`config.mk`:
```
export PLATFORM = sky130hd
export DESIGN_NAME = dns_a_record_responder_core
export DESIGN_NICKNAME = d
export VERILOG_FILES = /design/src/dar_pkg.sv /design/src/dns_a_record_responder_core.sv /design/src/dar_match_lane.sv /design/src/dar_answer_cell.sv
export SDC_FILE = /design/constraint.sdc
export NUM_CORES = 1
export LEC_CHECK = 0
export ABC_AREA = 1
export BUFFER_PORTS_ARGS = -buffer_cell sky130_fd_sc_hd__buf_2
export CORE_ASPECT_RATIO = 0.7
export CORE_MARGIN = 1
export CORE_UTILIZATION = 40
export DETAILED_ROUTE_END_ITERATION = 8
export SYNTH_ARGS = -nofsm -noshare
export SYNTH_HDL_FRONTEND = slang
export SYNTH_SLANG_ARGS = --single-unit
export TNS_END_PERCENT = 30
```
`constraint.sdc`:
```
create_clock -name clock -period 11.6 [get_ports clock]
set_input_delay 1.74 -clock clock [delete_from_list [all_inputs] [get_ports clock]]
set_output_delay 1.74 -clock clock [all_outputs]
set_load 0.005 [all_outputs]
```
`src/dar_pkg.sv`:
```
// ----------------------------------------------------------------------------
// dar_pkg: shared types and constants of the DNS A-record responder
// Host name tables, header patch values, answer layout and the word types
// that move between the core, the match lanes and the answer cells.
// ----------------------------------------------------------------------------
`default_nettype none

package dar_pkg;

   // Header offsets that get patched and their replacement bytes
   localparam logic [9:0] OFS_FLAGS_HI   = 10'd2;
   localparam logic [9:0] OFS_FLAGS_LO   = 10'd3;
   localparam logic [9:0] OFS_ANCOUNT_LO = 10'd7;
   localparam logic [9:0] OFS_NAME_START = 10'd12;
   localparam logic [7:0] FLAGS_HI_BYTE   = 8'h81;
   localparam logic [7:0] FLAGS_LO_BYTE   = 8'h80;
   localparam logic [7:0] ANCOUNT_LO_BYTE = 8'h01;

   // Offset counter cap and name position cap
   localparam int unsigned OFFSET_CAP = 1023;
   localparam logic [5:0]  POS_MAX    = 6'd63;

   localparam logic [7:0] CHAR_DOT = 8'h2E;

   // Fixed host names, lowercase, padded with zeros
   localparam int unsigned FIXED_NAMES = 3;
   localparam int unsigned NAME_CHARS  = 12;
   localparam logic [7:0] HOST_CHARS [FIXED_NAMES][NAME_CHARS] = '{
      '{8'h6A, 8'h65, 8'h6E, 8'h6B, 8'h69, 8'h6E, 8'h73, 8'h2E, 8'h77, 8'h65, 8'h73, 8'h74},
      '{8'h70, 8'h72, 8'h6F, 8'h78, 8'h6D, 8'h6F, 8'h78, 8'h2E, 8'h77, 8'h65, 8'h73, 8'h74},
      '{8'h61, 8'h72, 8'h67, 8'h6F, 8'h2E, 8'h77, 8'h65, 8'h73, 8'h74, 8'h00, 8'h00, 8'h00}
   };
   localparam logic [5:0] HOST_LEN [FIXED_NAMES] = '{6'd12, 6'd12, 6'd9};

   // Register map and reset values
   localparam int unsigned NUM_REGS = 4;
   typedef enum logic [2:0] {
      REG_FALLBACK = 3'd0,
      REG_ENTRY0   = 3'd1,
      REG_ENTRY1   = 3'd2,
      REG_ENTRY2   = 3'd3
   } reg_index_type;
   localparam logic [31:0] REG_RESET [NUM_REGS] = '{
      32'hC0A8_0164, 32'hC0A8_0114, 32'hC0A8_641F, 32'hC0A8_0101
   };

   // Answer record layout
   localparam int unsigned ANSWER_BYTES = 16;
   localparam logic [7:0] ANS_PTR_HI  = 8'hC0;
   localparam logic [7:0] ANS_PTR_LO  = 8'h0C;
   localparam logic [7:0] ANS_TYPE_A  = 8'h01;
   localparam logic [7:0] ANS_CLASS   = 8'h01;
   localparam logic [7:0] ANS_TTL_LO  = 8'd10;
   localparam logic [7:0] ANS_RDLEN   = 8'h04;

   // One byte held in an answer cell
   typedef struct packed {
      logic       valid;
      logic       last;
      logic [7:0] data;
   } ans_word_type;

   // Per-byte control broadcast to the match lanes
   typedef struct packed {
      logic       clear;
      logic       match;
      logic       finish;
      logic [7:0] ch;
      logic [5:0] pos;
   } lane_ctrl_type;

   // Expected character of a host name at a position (zero past its end)
   function automatic logic [7:0] host_char(input logic [1:0] entry, input logic [5:0] pos);
      logic [7:0] c;
      c = 8'h00;
      if (pos < 6'(NAME_CHARS)) begin
         case (entry)
            2'd0:    c = HOST_CHARS[0][pos[3:0]];
            2'd1:    c = HOST_CHARS[1][pos[3:0]];
            2'd2:    c = HOST_CHARS[2][pos[3:0]];
            default: c = 8'h00;
         endcase
      end
      return c;
   endfunction

   // Byte of the answer record at an index
   function automatic logic [7:0] answer_byte(input logic [3:0] idx, input logic [31:0] addr);
      logic [7:0] b;
      case (idx)
         4'd0:    b = ANS_PTR_HI;
         4'd1:    b = ANS_PTR_LO;
         4'd3:    b = ANS_TYPE_A;
         4'd5:    b = ANS_CLASS;
         4'd9:    b = ANS_TTL_LO;
         4'd11:   b = ANS_RDLEN;
         4'd12:   b = addr[31:24];
         4'd13:   b = addr[23:16];
         4'd14:   b = addr[15:8];
         4'd15:   b = addr[7:0];
         default: b = 8'h00;
      endcase
      return b;
   endfunction

endpackage

`default_nettype wire

```
`src/dns_a_record_responder_core.sv`:
```
// ----------------------------------------------------------------------------
// dns_a_record_responder_core: DNS A-record responder
// Echoes a query with patched header bytes, parses the query name and
// appends a 16-byte A answer for the matching host entry, else the fallback.
// ----------------------------------------------------------------------------
// Usage:
//  req_*  carries the query, one byte per word, req_tlast on the final byte.
//  rsp_*  carries the reply: each query byte echoed (header bytes 2, 3 and 7
//         patched), then after the last byte a 16-byte answer, rsp_tlast on
//         its final byte.
//  csr_*  writes the four address registers; csr_ready is always high.
//         Write only while no query is in flight.
//  Each echoed byte appears on rsp in the cycle after it is taken.
//  Throughput: one query byte per cycle while rsp accepts. After the byte
//  with req_tlast, req_tready stays low while the answer chain is loaded
//  and then until the chain has drained into the output register.
//  Bytes past the packet limit are dropped but their tlast still answers.
//  When rsp stalls, the output register holds and req_tready drops in the
//  same cycle. Reset clears the parser, empties the chain and the output
//  register and restores the register defaults.
// ----------------------------------------------------------------------------
`default_nettype none

module dns_a_record_responder_core
   import dar_pkg::*;
#(
   parameter int NUM_ENTRIES      = 3,
   parameter int MAX_PACKET_BYTES = 512
) (
   input  wire logic        clock,
   input  wire logic        reset,
   // query channel
   input  wire logic        req_tvalid,
   output logic             req_tready,
   input  wire logic [7:0]  req_tdata,   // [7:0] query_byte
   input  wire logic        req_tlast,   // query_last
   // reply channel
   output logic             rsp_tvalid,
   input  wire logic        rsp_tready,
   output logic [7:0]       rsp_tdata,   // [7:0] reply_byte
   output logic             rsp_tlast,   // reply_last
   // register write channel
   input  wire logic        csr_valid,
   output logic             csr_ready,
   input  wire logic [2:0]  csr_index,
   input  wire logic [31:0] csr_data
);

   localparam int unsigned LANES = (NUM_ENTRIES < int'(FIXED_NAMES)) ?
                                   NUM_ENTRIES : int'(FIXED_NAMES);
   localparam int unsigned LIMIT = (MAX_PACKET_BYTES > int'(OFFSET_CAP)) ?
                                   OFFSET_CAP : MAX_PACKET_BYTES;

   // address registers
   logic [31:0] addr_ff [NUM_REGS];

   assign csr_ready = 1'b1;

   always_ff @(posedge clock) begin
      if (reset) begin
         for (int i = 0; i < int'(NUM_REGS); i++) begin
            addr_ff[i] <= REG_RESET[i];
         end
      end else if (csr_valid && csr_ready && csr_index <= REG_ENTRY2) begin
         addr_ff[csr_index[1:0]] <= csr_data;
      end
   end

   // parser state
   logic [9:0]   offset_ff, offset_in;
   logic [7:0]   label_ff, label_in;
   logic [5:0]   pos_ff, pos_in;
   logic         done_ff, done_in;
   logic         ans_load_ff, ans_load_in;
   logic         rsp_valid_ff, rsp_valid_in;
   logic [7:0]   rsp_data_ff, rsp_data_in;
   logic         rsp_last_ff, rsp_last_in;

   lane_ctrl_type lane_ctrl;
   logic [LANES-1:0] lane_matched;
   ans_word_type  chain_word [ANSWER_BYTES];
   ans_word_type  chain_load [ANSWER_BYTES];

   logic       out_free;
   logic       req_accept;
   logic       in_window;
   logic       chain_shift;
   logic [7:0] folded;
   logic [7:0] echo_byte;
   logic [31:0] answer_addr;

   assign out_free    = !rsp_valid_ff || rsp_tready;
   assign req_tready  = out_free && !ans_load_ff && !chain_word[0].valid;
   assign req_accept  = req_tvalid && req_tready;
   assign in_window   = offset_ff < 10'(LIMIT);
   assign chain_shift = out_free && chain_word[0].valid;

   // case folding of name characters
   always_comb begin
      folded = req_tdata;
      if (req_tdata inside {[8'h41:8'h5A]}) begin
         folded = req_tdata + 8'h20;
      end
   end

   // header patching of the echo
   always_comb begin
      case (offset_ff)
         OFS_FLAGS_HI:   echo_byte = FLAGS_HI_BYTE;
         OFS_FLAGS_LO:   echo_byte = FLAGS_LO_BYTE;
         OFS_ANCOUNT_LO: echo_byte = ANCOUNT_LO_BYTE;
         default:        echo_byte = req_tdata;
      endcase
   end

   // label walk over the query name
   always_comb begin
      offset_in   = offset_ff;
      label_in    = label_ff;
      pos_in      = pos_ff;
      done_in     = done_ff;
      ans_load_in = 1'b0;
      lane_ctrl   = '0;
      lane_ctrl.pos = pos_ff;
      lane_ctrl.ch  = folded;
      if (ans_load_ff) begin
         offset_in       = '0;
         label_in        = '0;
         pos_in          = '0;
         done_in         = 1'b0;
         lane_ctrl.clear = 1'b1;
      end else if (req_accept) begin
         ans_load_in = req_tlast;
         if (in_window) begin
            offset_in = offset_ff + 10'd1;
            if (offset_ff >= OFS_NAME_START && !done_ff) begin
               if (label_ff == 8'd0) begin
                  if (req_tdata == 8'd0) begin
                     done_in          = 1'b1;
                     lane_ctrl.finish = 1'b1;
                  end else begin
                     label_in = req_tdata;
                     if (offset_ff != OFS_NAME_START) begin
                        lane_ctrl.match = 1'b1;
                        lane_ctrl.ch    = CHAR_DOT;
                     end
                  end
               end else begin
                  lane_ctrl.match = 1'b1;
                  label_in        = label_ff - 8'd1;
               end
               if (lane_ctrl.match && pos_ff < POS_MAX) begin
                  pos_in = pos_ff + 6'd1;
               end
            end
         end
      end
   end

   always_ff @(posedge clock) begin
      if (reset) begin
         offset_ff   <= '0;
         label_ff    <= '0;
         pos_ff      <= '0;
         done_ff     <= 1'b0;
         ans_load_ff <= 1'b0;
      end else begin
         offset_ff   <= offset_in;
         label_ff    <= label_in;
         pos_ff      <= pos_in;
         done_ff     <= done_in;
         ans_load_ff <= ans_load_in;
      end
   end

   // one compare lane per host entry
   for (genvar k = 0; k < int'(LANES); k++) begin : g_lane
      dar_match_lane u_lane (
         .clock         (clock),
         .reset         (reset),
         .ctrl          (lane_ctrl),
         .expected_char (host_char(2'(k), pos_ff)),
         .name_len      (HOST_LEN[k]),
         .matched       (lane_matched[k])
      );
   end

   // lowest matching entry wins, else the fallback address
   always_comb begin
      answer_addr = addr_ff[REG_FALLBACK[1:0]];
      for (int k = int'(LANES) - 1; k >= 0; k--) begin
         if (lane_matched[k]) begin
            answer_addr = addr_ff[2'(k + 1)];
         end
      end
   end

   // answer chain: loaded in parallel, drained from cell 0
   for (genvar i = 0; i < int'(ANSWER_BYTES); i++) begin : g_cell
      assign chain_load[i].valid = 1'b1;
      assign chain_load[i].last  = (i == int'(ANSWER_BYTES) - 1);
      assign chain_load[i].data  = answer_byte(4'(i), answer_addr);

      dar_answer_cell u_cell (
         .clock     (clock),
         .reset     (reset),
         .load      (ans_load_ff),
         .shift     (chain_shift),
         .load_word (chain_load[i]),
         .next_word ((i == int'(ANSWER_BYTES) - 1) ? ans_word_type'('0) :
                                                     chain_word[(i + 1) % ANSWER_BYTES]),
         .word      (chain_word[i])
      );
   end

   // output register
   always_comb begin
      rsp_valid_in = rsp_valid_ff;
      rsp_data_in  = rsp_data_ff;
      rsp_last_in  = rsp_last_ff;
      if (req_accept && in_window) begin
         rsp_valid_in = 1'b1;
         rsp_data_in  = echo_byte;
         rsp_last_in  = 1'b0;
      end else if (chain_shift) begin
         rsp_valid_in = 1'b1;
         rsp_data_in  = chain_word[0].data;
         rsp_last_in  = chain_word[0].last;
      end else if (rsp_tready) begin
         rsp_valid_in = 1'b0;
      end
   end

   always_ff @(posedge clock) begin
      if (reset) begin
         rsp_valid_ff <= 1'b0;
      end else begin
         rsp_valid_ff <= rsp_valid_in;
      end
      rsp_data_ff <= rsp_data_in;
      rsp_last_ff <= rsp_last_in;
   end

   assign rsp_tvalid = rsp_valid_ff;
   assign rsp_tdata  = rsp_data_ff;
   assign rsp_tlast  = rsp_last_ff;

endmodule

`default_nettype wire

```
`src/dar_match_lane.sv`:
```
// ----------------------------------------------------------------------------
// dar_match_lane: name compare lane for one host table entry
// Tracks whether the parsed name still agrees with this entry and whether
// it matched the whole name once the terminating label was seen.
// ----------------------------------------------------------------------------
`default_nettype none

module dar_match_lane
   import dar_pkg::*;
(
   input  wire logic          clock,
   input  wire logic          reset,
   input  wire lane_ctrl_type ctrl,
   input  wire logic [7:0]    expected_char,
   input  wire logic [5:0]    name_len,
   output logic               matched
);

   logic still_ff, still_in;
   logic matched_ff, matched_in;

   // compare one name character or close out the name
   always_comb begin
      still_in   = still_ff;
      matched_in = matched_ff;
      if (ctrl.clear) begin
         still_in   = 1'b1;
         matched_in = 1'b0;
      end else if (ctrl.match) begin
         if (ctrl.pos >= name_len || ctrl.ch != expected_char) begin
            still_in = 1'b0;
         end
      end else if (ctrl.finish) begin
         matched_in = still_ff && (name_len == ctrl.pos);
      end
   end

   always_ff @(posedge clock) begin
      if (reset) begin
         still_ff   <= 1'b1;
         matched_ff <= 1'b0;
      end else begin
         still_ff   <= still_in;
         matched_ff <= matched_in;
      end
   end

   assign matched = matched_ff;

endmodule

`default_nettype wire

```
`src/dar_answer_cell.sv`:
```
// ----------------------------------------------------------------------------
// dar_answer_cell: one byte cell of the answer shift chain
// Loads its answer byte in parallel, then passes bytes toward the output
// one place per shift.
// ----------------------------------------------------------------------------
`default_nettype none

module dar_answer_cell
   import dar_pkg::*;
(
   input  wire logic         clock,
   input  wire logic         reset,
   input  wire logic         load,
   input  wire logic         shift,
   input  wire ans_word_type load_word,
   input  wire ans_word_type next_word,
   output ans_word_type      word
);

   ans_word_type word_ff, word_in;

   // load has priority; otherwise take the neighbor's byte on shift
   always_comb begin
      word_in = word_ff;
      if (load) begin
         word_in = load_word;
      end else if (shift) begin
         word_in = next_word;
      end
   end

   always_ff @(posedge clock) begin
      if (reset) begin
         word_ff.valid <= 1'b0;
      end else begin
         word_ff <= word_in;
      end
   end

   assign word = word_ff;

endmodule

`default_nettype wire

```
== Word level (Yosys, flattened, before mapping) ==
Memory sizes are Yosys's and may differ from the RTL's.
Cells that the tools add are included.

* Bits in registers: 202
* Latch bits: 0
* Memory bits (writable): 128
* ROM bits: 384
* Output and inout bits: 12
* Memories kept: 4

* $add $sub $neg: 4
* $mul: 0
* Divide/modulo/power cells: 0
* Magnitude comparators: 10
* Eq/ne operators: 10
* Shifts and indexed selects: 0
* Muxes and demuxes: 77
* Bitwise gates (word level): 4
* Reductions and logical operators: 38

{| class="wikitable"
|+ Memories
! memory !! depth !! width !! rd ports !! clocked after Yosys merged registers in !! wr ports !! line !! source
|-
| (name not given) || 16 || 8 || 1 || 0 || 0 || dar_pkg.sv:80 || <nowiki>2'd2: c = HOST_CHARS[2][pos[3:0]];</nowiki>
|-
| (name not given) || 16 || 8 || 1 || 0 || 0 || dar_pkg.sv:79 || <nowiki>2'd1: c = HOST_CHARS[1][pos[3:0]];</nowiki>
|-
| (name not given) || 16 || 8 || 1 || 0 || 0 || dar_pkg.sv:78 || <nowiki>2'd0: c = HOST_CHARS[0][pos[3:0]];</nowiki>
|-
| addr_ff || 4 || 32 || 4 || 0 || 4 || dns_a_record_responder_core.sv:55 || <nowiki>logic [31:0] addr_ff [NUM_REGS];</nowiki>
|}

{| class="wikitable"
|+ Operator list
! cell !! count
|-
| 10-bit two-way mux || 36
|-
| 32-bit two-way mux || 4
|-
| 8-bit two-way mux || 16
|-
| 32-bit OR reduction || 1
|-
| 8-bit != test || 3
|-
| 8-bit one-hot mux with 3 select lines || 1
|-
| 10-bit by 2-bit == test with 1-bit output, second input constant || 2
|-
| 1-bit two-way mux || 18
|-
| 8-bit logical NOT || 2
|-
| 4-bit by 6-bit == test with 1-bit output, first input constant || 2
|-
| 6-bit by 4-bit greater-or-equal comparator with 1-bit output, second input constant || 2
|-
| 1-bit logical AND || 12
|-
| 2-bit AND reduction || 6
|-
| 10-bit by 1-bit adder with 10-bit output, second input constant || 1
|-
| 10-bit by 3-bit == test with 1-bit output, second input constant || 1
|-
| 10-bit by 4-bit greater-or-equal comparator with 1-bit output, second input constant || 1
|-
| 10-bit < comparator, second input constant || 1
|-
| 10-bit by 4-bit != test with 1-bit output, second input constant || 1
|-
| 9-bit two-way mux || 1
|-
| 8-bit by 6-bit adder with 8-bit output, second input constant || 1
|-
| 8-bit by 7-bit greater-or-equal comparator with 1-bit output, second input constant || 1
|-
| 8-bit by 7-bit less-or-equal comparator with 1-bit output, second input constant || 1
|-
| 4-bit AND reduction || 2
|-
| 8-bit by 1-bit subtractor with 8-bit output, second input constant || 1
|-
| 16 further kinds || 26
|}

== Logic depth before layout (Yosys ltp) ==
Gate-level depths: netlist of the first run.

* Word-level depth: 15
* Depth in mapped cells: 19
* Mapped depth without buffers: 19

== Hierarchy ==
From an unflattened synthesis of the first run, not the netlist that was laid out.

* Cell total of the unflattened synthesis: 1916
* Area, all modules: 16962.5 um^2

{| class="wikitable"
|+ Modules (own cells, without submodules)
! module !! times used !! cells an instance !! area each (um^2) !! seq. area each (um^2)
|-
| dns_a_record_responder_core || 1 || 887 || 8388.0 || 4644.5
|-
| dar_answer_cell || 16 || 48 || 455.4 || 290.3
|-
| dar_match_lane || 3 || 87 || 429.2 || 40.0
|}

== Worst setup path after synthesis of the first run ==
Ideal clock, no wire load.

* Kind: input to register
* Start: input rsp_tready
* End: register g_cell[0].u_cell.word_ff, in the netlist g_cell[0].u_cell.word[0] (enable)
* Arrival: 8.372 ns
* Path slack: 2.578 ns
* Cell stages on the path: 7
* Buffers on the path: 1
* Path through: inv_1 -> nand2_1 -> nand2_1 -> inv_1 -> nor2_1 -> clkbuf_1 -> nor2_1

* Longest elaborated chain between the ends: 4

{| class="wikitable"
|+ RTL lines
! element !! line !! source
|-
| start: declaration || dns_a_record_responder_core.sv:39 || <nowiki>input wire logic rsp_tready,</nowiki>
|-
| 1-bit logical OR || dns_a_record_responder_core.sv:92 || <nowiki>assign out_free = !rsp_valid_ff || rsp_tready;</nowiki>
|-
| 1-bit logical AND || dns_a_record_responder_core.sv:96 || <nowiki>assign chain_shift = out_free && chain_word[0].valid;</nowiki>
|-
| 2-bit nonzero test (no source line) || n/a ||
|-
| 2-bit AND reduction (no source line) || n/a ||
|-
| end signal: assignment || dar_answer_cell.sv:36 || <nowiki>word_ff <= word_in;</nowiki>
|-
| end: declaration || dar_answer_cell.sv:20 || <nowiki>ans_word_type word_ff, word_in;</nowiki>
|}

Every way passes these cells.
A chain may end at the register's enable or synchronous reset.

==> results.yml, run 1 <==
sta:
  final_hold_viol_count: 0
  hold_ws_ns: 0.450
  slew_viol_final: 0
  finalCritPeriodShare_pct: 38.0
  relSlewSlack_pct: 31.9
  worst-slew-pin-transition_ns: 1.02
  fin_skew_ns: 0.0233
  fmax_ghz: 0.227
  setup_tns_ns: 0
  period_minus_slack_ns: 4.40
  setup_viol: 0
  rsz0062_at_grt: "no"
floorplanning:
  rows: 58
  die_y_um: 162
  initial_core_util_pct: 40.6
  die-area_sq_um: 37200
  ios: 61
  core-area_sq_um: 35900
  die_x_um: 230
worst_setup_path:
  cp-start-kind: "input pin"
  path_class: "input pin to register"
  crit_fanout: 27
  cp.arrival_ns: 4.66
  r2r_slack_ns: 8.28
  cp_data_required_time_ns: 11.85
  cp-end-kind: "register"
synth:
  synth_common_cells: "348 x nor2_1, 280 x edfxtp_1, 235 x inv_1"
  synth_top_area_cell: "edfxtp_1"
  avgSynthCellArea_sq_um: 9.65
  synth_top_cell_area_share_pct: 57.6
  synth_most_common_cell: "nor2_1"
  netlist_instances: 1512
  ys_warn_count: 0
  ys_seq_area_share_pct: 64.5
  synth_seq_cells: 330
  synth_fp_nets: 1574
  syn-cell-area_sq_um: 14600
  synth_edf_count: 280
  ys_async_sr_fraction_pct: 0
  synthFlopType: "edfxtp_1"
  synth_area_leaders: "edfxtp_1 58%, nor2_1 9.0%, dfxtp_1 6.9%"
  synth_cell_types: 38
place:
  hpwl_um: 19300
  io_buffer_count: 59
  dp_cells: 2003
  place_congestion: 0.878
global_routing:
  track_usage_pct: 16.7
  antenna_found_initial: 0
  grt_max_degree: 87
  grt-ovfl-total: 0
  grt_pass1_wl_um: 50000
  grt_pass1_vias: 9444
clock_network:
  cts.htree.levels: 1
  cts-root-buf: "clkbuf_16"
  clk_path_buf_depth: 3
  ctsResizeCount: 0
  hold_buffers: 0
  clk_latency_ns: 0.58
  cts_buffers: 31
  cts_tree: "done"
  path_clk_slew_ns: 0.07
  cts_sinks: 330
  post_cts_buffers: 0
power:
  leakagePower_nw: 6.87
  p_per_area_nw_per_um2: 154
  ir_worst_vdd_mv: 0.111
  finalPower_mw: 2.52
detailed_routing:
  viasPerCell: 4.83
  vias: 9963
  first_pass_iters: 5
  drt_iter0_markers: 922
  wl_per_cell_um: 14.8
  drc: 0
  ant_nets: 0
  routed_wirelength_um: 30600
flow_run:
  max-cap-violations: 0
final_layout:
  drive_gt1_share_pct: 10.4
  diodes: 0
  area_growth_pct: 12.4
  fin_nets: 1618
  fin_cells: 2061
outcome:
  status: "finished clean"
worst_hold_path:
  hold_path.class: "register to register"
power by group:
part | switching, mW | internal [mW] | leakage, nW
Sequential | 0.0169 | 1.34 | 3.05
Clock | 0.441 | 0.598 | 0.521
Combinational | 0.0896 | 0.0371 | 3.30
Total | 0.548 | 1.97 | 6.87
cells in the final DEF, fill, tap and decap left out, drive strengths merged:
cell type,count
a221oi,12
nor3,11
dfxtp,50
a21oi,108
nand3,28
nor3b,1
o21a,1
clkbuf,37
o22ai,1
buf,73
xor2,1
o211ai,1
nand2,239
or2,11
clkinvlp,1
a31oi,3
edfxtp,280
conb,1
inv,244
o31ai,24
nor4,2
a211oi,8
clkinv,14
nand4,7
a41oi,3
o21ai,43
ha,13
nand3b,2
nor2,358
bufinv,4
registers in the layout, indices dropped and copies added, names as in the netlist:
name / count
pos_ff: 6
done_ff: 1
addr_ff: 128
rsp_tvalid: 1
g_lane.u_lane.matched: 3
label_ff: 8
ans_load_ff: 1
offset_ff: 10
g_lane.u_lane.still_ff: 3
g_cell.u_cell.word: 160
rsp_tlast: 1
rsp_tdata: 8
worst max-delay path, cell delays in order:
cell,delay (ns)
buf_2,0.09
nor2_1,0.13
inv_1,0.14
nor2_4,0.19
inv_2,0.26
nor2_1,0.35
nand2_1,0.65
nand2_1,0.70
buf_4,0.39
stage by stage:
step,worst slack (ns),utilization (%),instance area (sq um)
after floorplan,2.58,-,14600
after global placement,6.69,42.8,15400
after detailed placement,6.64,42.8,15400
final,7.20,45.7,16400
after CTS,7.24,45.7,16400
after global routing,6.97,45.7,16400
cell families after synthesis:
logic type	Yosys count	synth area share (%)
xor gates and xnor gates	1	0.0601
buffers and inverters	304	7.99
AOI/OAI and AO/OA	204	8.00
DFF	330	64.5
other	1	0.0257
and+or+nand+nor	659	18.3
adders and majority gates	13	1.12
worst paths after layout:
kind,end,cells past startpoint,from
max,addr_ff[1][25],9,csr_index[2]
min,g_lane[1].u_lane.still_ff,2,g_lane[1].u_lane.still_ff
max reg2reg,g_cell[10].u_cell.word[8],4,ans_load_ff
min reg2reg,g_lane[1].u_lane.still_ff,2,g_lane[1].u_lane.still_ff
final cells by class:
type	count	area, sq um
well taps	480	601
multi-input cells	878	4030
fillers	3438	19500
repair buffers	73	400
clock buffers	37	828
flip-flops and latches	330	9410
clock inverters	21	211
inverters	242	911
layer usage:
layer	global-route usage, %	vias to the layer above	wire length (um)
li1	-	4994	-
met3	3.02	46	1830
met1	24.9	4652	15000
met2	25.2	271	13200
met5	0	-	0
met4	3.94	0	598
No activity file was read; power rests on OpenSTA's default activity.
==> inputs of run 2 (changes only) <==
==> constraint.sdc (replaced) <==
create_clock -name clock -period 3.7 [get_ports clock]
set_input_delay 0.555 -clock clock [delete_from_list [all_inputs] [get_ports clock]]
set_output_delay 0.555 -clock clock [all_outputs]
set_load 0.005 [all_outputs]
==> results.yml, run 2 (synthesis gave the netlist of run 1 again) <==
detailed_routing:
  drc: 0
  routed_wirelength_um: 31400
  first_pass_iters: 6
  wl_per_cell_um: 15.1
  ant_nets: 0
  drt_iter0_markers: 999
  viasPerCell: 4.89
  vias: 10200
floorplanning:
  initial_core_util_pct: 40.6
  rows: 58
  die_x_um: 230
  die-area_sq_um: 37200
  core-area_sq_um: 35900
  die_y_um: 162
  ios: 61
clock_network:
  path_clk_slew_ns: 0.08
  cts_buffers: 31
  hold_buffers: 0
  cts_sinks: 330
  cts.htree.levels: 1
  cts-root-buf: "clkbuf_16"
  ctsResizeCount: 0
  cts_tree: "done"
  clk_path_buf_depth: 3
  post_cts_buffers: 0
  clk_latency_ns: 0.57
worst_setup_path:
  cp_data_required_time_ns: 4.21
  cp-startpoint: "label_ff[0]"
  r2r_slack_ns: 1.19
  r2r_start: "label_ff[0]"
  cp-end-kind: "register"
  rr_endpoint: "g_lane[2].u_lane.still_ff"
  path_class: "register to register"
  cp.arrival_ns: 3.01
  crit_fanout: 16
  r2r_cells: 16
  cp-start-kind: "register"
  endpoint: "g_lane[2].u_lane.still_ff"
sta:
  rsz0062_at_grt: "no"
  slew_viol_final: 0
  fin_skew_ns: 0.0153
  setup_viol: 0
  final_hold_viol_count: 0
  relSlewSlack_pct: 23.0
  hold_ws_ns: 0.228
  period_minus_slack_ns: 2.51
  setup_tns_ns: 0
  finalCritPeriodShare_pct: 67.7
  fmax_ghz: 0.399
  worst-slew-pin-transition_ns: 1.16
place:
  io_buffer_count: 59
  place_congestion: 0.875
  placed_area_sq_um: 15500
  hpwl_um: 21100
flow_run:
  max-cap-violations: 0
global_routing:
  grt-ovfl-total: 0
  antenna_found_initial: 1
  grt_max_degree: 87
  track_usage_pct: 17.2
  grt_pass1_wl_um: 51100
  grt_pass1_vias: 9465
power:
  power.switching_mw: 1.75
  seq_power_share_pct: 53.8
  finalPower_mw: 7.90
  p_per_area_nw_per_um2: 479
  p_int_mw: 6.15
  combPwrFrac_pct: 5.2
  ir_worst_vdd_mv: 0.357
  clockPowerShare_pct: 41.0
  p_sw_share_pct: 22.1
  leakagePower_nw: 6.91
final_layout:
  layout_common_cells: "347 x nor2_1, 280 x edfxtp_1, 235 x inv_1"
  diodes: 0
  final_common_cell: "nor2_1"
  largest_reg_flops: 160
  fin_nets: 1631
  nFillCells: 3427
  fin_area_sq_um: 16500
  drive_gt1_share_pct: 11.2
  area_growth_pct: 13.1
worst_hold_path:
  hold_path.class: "input pin to register"
outcome:
  status: "finished clean"
[run 2: worst max-delay path, stage by stage (launching register included)]
cell,delay [ns]
dfxtp_1,0.32
inv_1,0.12
ha_1,0.16
nand3_1,0.11
nor2_2,0.44
nand2_1,0.24
nor2_4,0.20
inv_2,0.15
nand2_1,0.14
nand2_1,0.07
nand2_1,0.07
nand2_1,0.05
nor2_1,0.09
nand2_1,0.10
nand2_1,0.09
nand2_1,0.05
nand2_1,0.05
[run 2: worst min-delay path by stage]
stage | from | slack, ns | end | cells after the start
6_report | req_tlast | 0.23 | ans_load_ff | 3
3_5_place_dp | g_lane[1].u_lane.still_ff | 0.44 | g_lane[1].u_lane.still_ff | 2
2_1_floorplan | g_lane[0].u_lane.still_ff | 0.42 | g_lane[0].u_lane.still_ff | 2
3_3_place_gp | g_lane[0].u_lane.still_ff | 0.43 | g_lane[0].u_lane.still_ff | 2
4_1_cts | req_tlast | 0.19 | ans_load_ff | 3
5_1_grt | req_tlast | 0.25 | ans_load_ff | 3
[run 2: final cells by class]
cell class                 count  area (sq um)  area share [%]
multi-input combinational    878          4040            24.5
timing repair buffer          86           498            3.02
clock inverter                23           240            1.46
clock buffer                  35           791            4.79
sequential                   330          9410            57.1
tap                          480           601            3.64
inverter                     242           911            5.52
[run 2: layer usage]
layer	wire length [um]	track usage (%)	share of wire, %	up-vias
met5	0	0	0	-
met4	523	2.95	1.7	0
met3	1600	2.48	5.1	36
met2	13300	25.3	42	243
met1	16000	27.1	51	4843
li1	-	-	-	5029
[run 2: through the flow]
step | worst slack (ns) | utilization, % | std cells
after floorplan | 0.0450 | - | 1512
after global placement | 0.722 | 43.0 | 2016
after detailed placement | 0.741 | 43.0 | 2016
after CTS | 1.22 | 45.9 | 2074
after global routing | 0.918 | 45.9 | 2074
final | 1.19 | 45.9 | 2074
[run 2: power by group through the flow]
| stage | combinational (mW) | sequential (mW) | clock (mW) |
|---|---|---|---|
| after floorplan | 0.260 | 4.32 | 0 |
| after global placement | 0.408 | 4.33 | 0 |
| after detailed placement | 0.415 | 4.33 | 0 |
| after CTS | 0.417 | 4.25 | 3.31 |
| after global routing | 0.467 | 4.26 | 3.44 |
| final | 0.412 | 4.25 | 3.24 |
